### src/rtl/swm_pkg.sv
// ----------------------------------------------------------------------------
// swm_pkg
// shared constants and types for the sliding window maximum block
// ----------------------------------------------------------------------------
`timescale 1ns / 1ps

package swm_pkg;

	localparam int MAX_WIN_DEF = 64;
	localparam int DATA_W      = 32;
	localparam int CFG_W       = 7;

	localparam logic [CFG_W-1:0] WIN_RESET = CFG_W'(3);

	// per-cycle control broadcast along the cell row
	typedef struct packed {
		logic en;     // a transaction is taken this cycle
		logic fresh;  // no earlier sample in the sequence
	} cell_ctl_t;

endpackage

### src/rtl/swm_cell.sv
// ----------------------------------------------------------------------------
// swm_cell
// one cell of the running maximum row: holds the maximum of the samples up
// to its own age and passes it on to the next cell
// ----------------------------------------------------------------------------
`timescale 1ns / 1ps

module swm_cell #(
	parameter int DATA_WIDTH = swm_pkg::DATA_W
) (
	input  logic                         clk,
	input  swm_pkg::cell_ctl_t           ctl,
	input  logic signed [DATA_WIDTH-1:0] sample,
	input  logic signed [DATA_WIDTH-1:0] prev_max,
	output logic signed [DATA_WIDTH-1:0] max_nxt,
	output logic signed [DATA_WIDTH-1:0] max_q
);
	import swm_pkg::*;

	// a fresh sequence makes every cell start from the new sample
	always_comb begin
		if (ctl.fresh || (prev_max < sample)) begin
			max_nxt = sample;
		end else begin
			max_nxt = prev_max;
		end
	end

	always_ff @(posedge clk) begin
		if (ctl.en) begin
			max_q <= max_nxt;
		end
	end

endmodule

### config.mk
export PLATFORM = sky130hd
export DESIGN_NAME = swm_cell
export DESIGN_NICKNAME = d
export VERILOG_FILES = /design/src/rtl/swm_pkg.sv /design/src/rtl/swm_cell.sv
export SDC_FILE = /design/constraint.sdc
export NUM_CORES = 1
export LEC_CHECK = 0
export BUFFER_PORTS_ARGS = -buffer_cell sky130_fd_sc_hd__buf_4
export CORE_MARGIN = 3
export CORE_UTILIZATION = 50
export CTS_CLUSTER_SIZE = 20
export DETAILED_ROUTE_END_ITERATION = 10
export PLACE_DENSITY = 0.78
export SYNTH_ARGS = -nofsm -noshare
export SYNTH_HDL_FRONTEND = slang
export SYNTH_SLANG_ARGS = --single-unit
### constraint.sdc
create_clock -name clk -period 4 [get_ports clk]
set_input_delay 1 -clock clk [delete_from_list [all_inputs] [get_ports clk]]
set_output_delay 1 -clock clk [all_outputs]
set_load 0.02 [all_outputs]
==> results.ini, run 1 <==
[clocking]
cts_max_level=2
ctsResizeCount=177
cts.sinks=32
hold_buffers=0
cts-buffers-inserted=5
clockBufferDepth=2
root_buffer=clkbuf_8
cts_setup_buffers=36

[yosys]
synth_fp_nets=496
syn_inst=398
synth_top_family_by_area=compound AO/OA/AOI/OAI gates
synth_compound_area_frac=0.2517
synthAdderAreaFrac=0.1204
ys_seq_elements=32
synth_area_sq_um=3222
synth_xor_area_frac=0
synth.distinct_cells=30
postSynthAreaPerCell_sq_um=8.095
synth_warnings=0
synth_mux_area_frac=0
synth-seq-area-share=0.2983
yosys.area_share.simple=0.2435

[placed_design]
hpwlAfterDp_um=7727
io_buffer_count=130
place_congestion=0.8082
dpl_cell_area_sq_um=4571

[floorplan]
initial_core_util=0.5285
die-height_um=86.27
io_pins=131
rows=28
die_x_um=86.27

[outcome]
status=did not finish
failing_step=clock tree synthesis (4_1_cts)
error=[ERROR DPL-0038] Utilization greater than 100%, impossible to legalize

logic make-up after synthesis:
family / count (synthesis)
AO/OA/AOI/OAI: 119
adder cells (fa/ha/maj): 31
buffers and inverters: 64
flip-flops: 32
AND/OR/NAND/NOR: 152
stage by stage:
step	cells	util	worst slack [ps]
after floorplan	398	-	146.0
after global placement	626	0.7498	-153.3
after detailed placement	626	0.7498	-239.4
synth_stat cells:
master	n	area, sq um
buf_6	2	22.52
a211o_1	1	8.760
nor3_1	1	5.000
edfxtp_1	32	960.9
o311a_1	1	10.01
nor3_4	1	16.27
nand2_1	65	244.0
o2bb2a_1	2	20.02
a41oi_1	2	17.52
buf_2	9	45.04
a21oi_1	44	220.2
a221o_1	1	10.01
nand3_1	9	45.04
nand2b_1	33	206.5
buf_4	3	22.52
nor3b_1	1	7.510
nand3b_1	1	7.510
nand4_1	36	225.2
clkbuf_1	19	71.32
ha_1	31	387.9
a211oi_1	1	7.510
nor2b_1	1	6.260
nor3_2	1	10.01
nor2_1	3	11.26
o2111ai_1	30	262.8
inv_1	31	116.4
o21ai_0	2	10.01
a21o_1	4	30.03
o311ai_4	1	26.28
a31oi_1	30	187.7
==> run 2: changes to the inputs <==
--- a/config.mk
+++ b/config.mk
@@ -7,10 +7,9 @@
 export LEC_CHECK = 0
 export BUFFER_PORTS_ARGS = -buffer_cell sky130_fd_sc_hd__buf_4
 export CORE_MARGIN = 3
-export CORE_UTILIZATION = 50
-export CTS_CLUSTER_SIZE = 20
+export CORE_UTILIZATION = 40
 export DETAILED_ROUTE_END_ITERATION = 10
-export PLACE_DENSITY = 0.78
+export PLACE_DENSITY_LB_ADDON = 0.15
 export SYNTH_ARGS = -nofsm -noshare
 export SYNTH_HDL_FRONTEND = slang
 export SYNTH_SLANG_ARGS = --single-unit
==> run 2 against run 1 <==
Net effect:
- the flow now finishes, with violations (setup timing)
- synthesized cell count is the same
- area after synthesis stayed put
==> results.ini, run 2 <==
[outcome]
status=finished, violations left  ; was did not finish
failed_checks=setup timing

[critical_path]
cpMaxStageDelayCell=o311ai_4
crit_type=input pin to primary output
start_kind=input pin
cpMostUsedCell=buf_6
crit_buf_inv=5
worstPathArrival_ps=3170
worstPathMaxFanout=9
crit_chain=buf_8 -> inv_4 -> ha_4 -> a211o_1 -> a31oi_1 -> o311a_1 -> nor3_2 -> o311ai_4 -> buf_6 -> buf_12 -> nand4_1 -> o2111ai_2 -> buf_6
critPathCaptureType=primary output
slowest_delay_ps=350
cp.required_ps=3000
crit_family=compound AO/OA/AOI/OAI gates

[clocking]
root_buffer=clkbuf_8  ; unchanged
clk_pin_slew_ps=70
cts_max_level=2  ; unchanged
cts_tree=done
cts.sinks=32  ; unchanged
clockBufferDepth=2  ; unchanged
cts-buffers-inserted=5  ; unchanged

[yosys]
synthTopCellsByArea=edfxtp_1 (30%), ha_1 (12%), o2111ai_1 (8.2%), nand2_1 (7.6%), nand4_1 (7.0%)  ; unchanged
syn_inst=398  ; unchanged
synth_edf_count=32  ; unchanged
synth_warnings=0  ; unchanged
ys_seq_elements=32  ; unchanged
synth_top_cell_area_share=0.2983  ; unchanged
synth_common_cells=nand2_1 (65), a21oi_1 (44), nand4_1 (36)  ; unchanged
synth-async-reset-ratio=0  ; unchanged
synth_top_flop_cell=edfxtp_1  ; unchanged
synth_fp_nets=496  ; unchanged
synth_top_area_cell=edfxtp_1  ; unchanged
synth.distinct_cells=30  ; unchanged
synth_area_sq_um=3222  ; unchanged
synth.most_common_cell=nand2_1  ; unchanged
synth-seq-area-share=0.2983  ; unchanged
postSynthAreaPerCell_sq_um=8.095  ; unchanged

[timing]
hold_violations=0
timing.fmax_ghz=0.2399
worst_slew_pin_slew_ps=483.0
min_period_over_period=1.042
slew_headroom=0.6746
drv_slew=0
rsz0062_at_grt=true
min_period_ps=4168
setup_ws_ps=-168.5
finalSetupViolations=33

[drt]
wl_met1_um=5748
wirelength_um=15120
highest_layer=met4
via_per_inst=6.245
drc_errors=0
met3_length_um=1188
initialDrtViolationCount=331
num_vias=4390
dr.pass1.iters=6
post_drt_wl_per_cell_um=21.50
dr_wl_met2_um=7535
ant_nets=0

[grt]
grt_overflow_total=0
grt_pass1_vias=4027
antenna_found_initial=0
grt_pass1_wl_um=19610
track_usage=0.2724
grt_max_degree=36

[power]
power.leakage_nw=2.617
peakVddDrop_uv=171.4
power.density_nw_per_um2=280.9
p_total_mw=1.751

[job]
drv_cap=0

[finish]
reg.largest.list=max_q: 32 flops
drive_above_1_share=0.5591
largest_reg_flops=32
final_common_cell=buf_4
largest_register=max_q
fillers=470
syn_to_final_growth_pct=93.55
n_antenna_cell=0
final_cell_mix=buf_4 (158), nand2_1 (65), buf_6 (44)
finalNonFillerCells=703
finalInstanceArea_sq_um=6236
fin_nets=698

[placed_design]
dpl_cell_area_sq_um=4554  ; was 4571 sq um
dpl.cell_count=643  ; was 626
hpwlAfterDp_um=7454  ; was 7727 um
io_buffer_count=130  ; unchanged
place_congestion=0.7573  ; was 0.8082

[floorplan]
die_x_um=95.75  ; was 86.27 um
die-height_um=95.75  ; was 86.27 um
io_pins=131  ; unchanged
initial_core_util=0.4148  ; was 0.5285
rows=32  ; was 28
die_area_sq_um=9167
core_sq_um=7767

[min_path]
hold_class=input pin to flip-flop

run 2: cell counts after synthesis:
Identical to the previous run, type by type.
run 2: cell families (layout without fill, tap and decap cells):
group | after synthesis | in the layout | synth area share
AND/OR/NAND/NOR | 152 | 152 | 0.2435
AO/OA/AOI/OAI | 119 | 119 | 0.2517
buffers and inverters | 64 | 267 | 0.08621
flip-flops | 32 | 32 | 0.2983
adder cells (fa/ha/maj) | 31 | 31 | 0.1204
run 2: cell type report:
type,instances,area [sq um],share of cell area
clock buffer,7,76.32,0.01224
clock inverter,1,3.754,0.0006019
inverter,31,128.9,0.02067
multi-input combinational,302,2699,0.4328
sequential,32,960.9,0.1541
tap,102,127.6,0.02047
timing repair buffer,228,2240,0.3591
run 2: tightest hold or removal path: stages:
cell and delay, ps:
buf_6 90, nand2_1 60, o2111ai_2 100
run 2: worst paths after layout:
path / start / to / slack (ps) / cells past startpoint
setup / recovery: sample[2] / max_nxt[20] / -170 / 13
hold / removal: sample[22] / max_q[22] / 1080 / 3
run 2: through the flow:
stage                     setup slack [ps]  setup TNS, ps  hold slack (ps)  utilization
after floorplan                      146.0              0             1113            -
after global placement              -127.8          -2657             1353       0.5863
after detailed placement            -199.0          -5010             1355       0.5863
after CTS                           -81.31          -1367             1045       0.7228
after global routing                -262.6          -6651             1078       0.8028
final                               -168.5          -3941             1076       0.8028
run 2: timing repair:
| action | CTS | global route |
|---|---|---|
| pin swaps | 40 | 48 |
| resized for setup | 112 | 82 |
| setup buffers | 29 | 8 |
| gates cloned | 8 | 10 |
| hold buffers | 0 | 0 |
| endpoints found under the setup margin | 32 | 33 |
run 2: metal layers:
| metal | GRT usage | up-vias |
|---|---|---|
| met5 | 0 | - |
| met4 | 0.1209 | 0 |
| met3 | 0.04222 | 76 |
| met2 | 0.4783 | 291 |
| met1 | 0.3270 | 2090 |
| li1 | - | 1933 |
run 2: power by group:
part,internal [mW],switching (mW)
combinational,0.514,0.538
clock,0.122,0.137
sequential,0.427,0.0134
total,1.06,0.688
No activity file was read; power rests on OpenSTA's default activity.
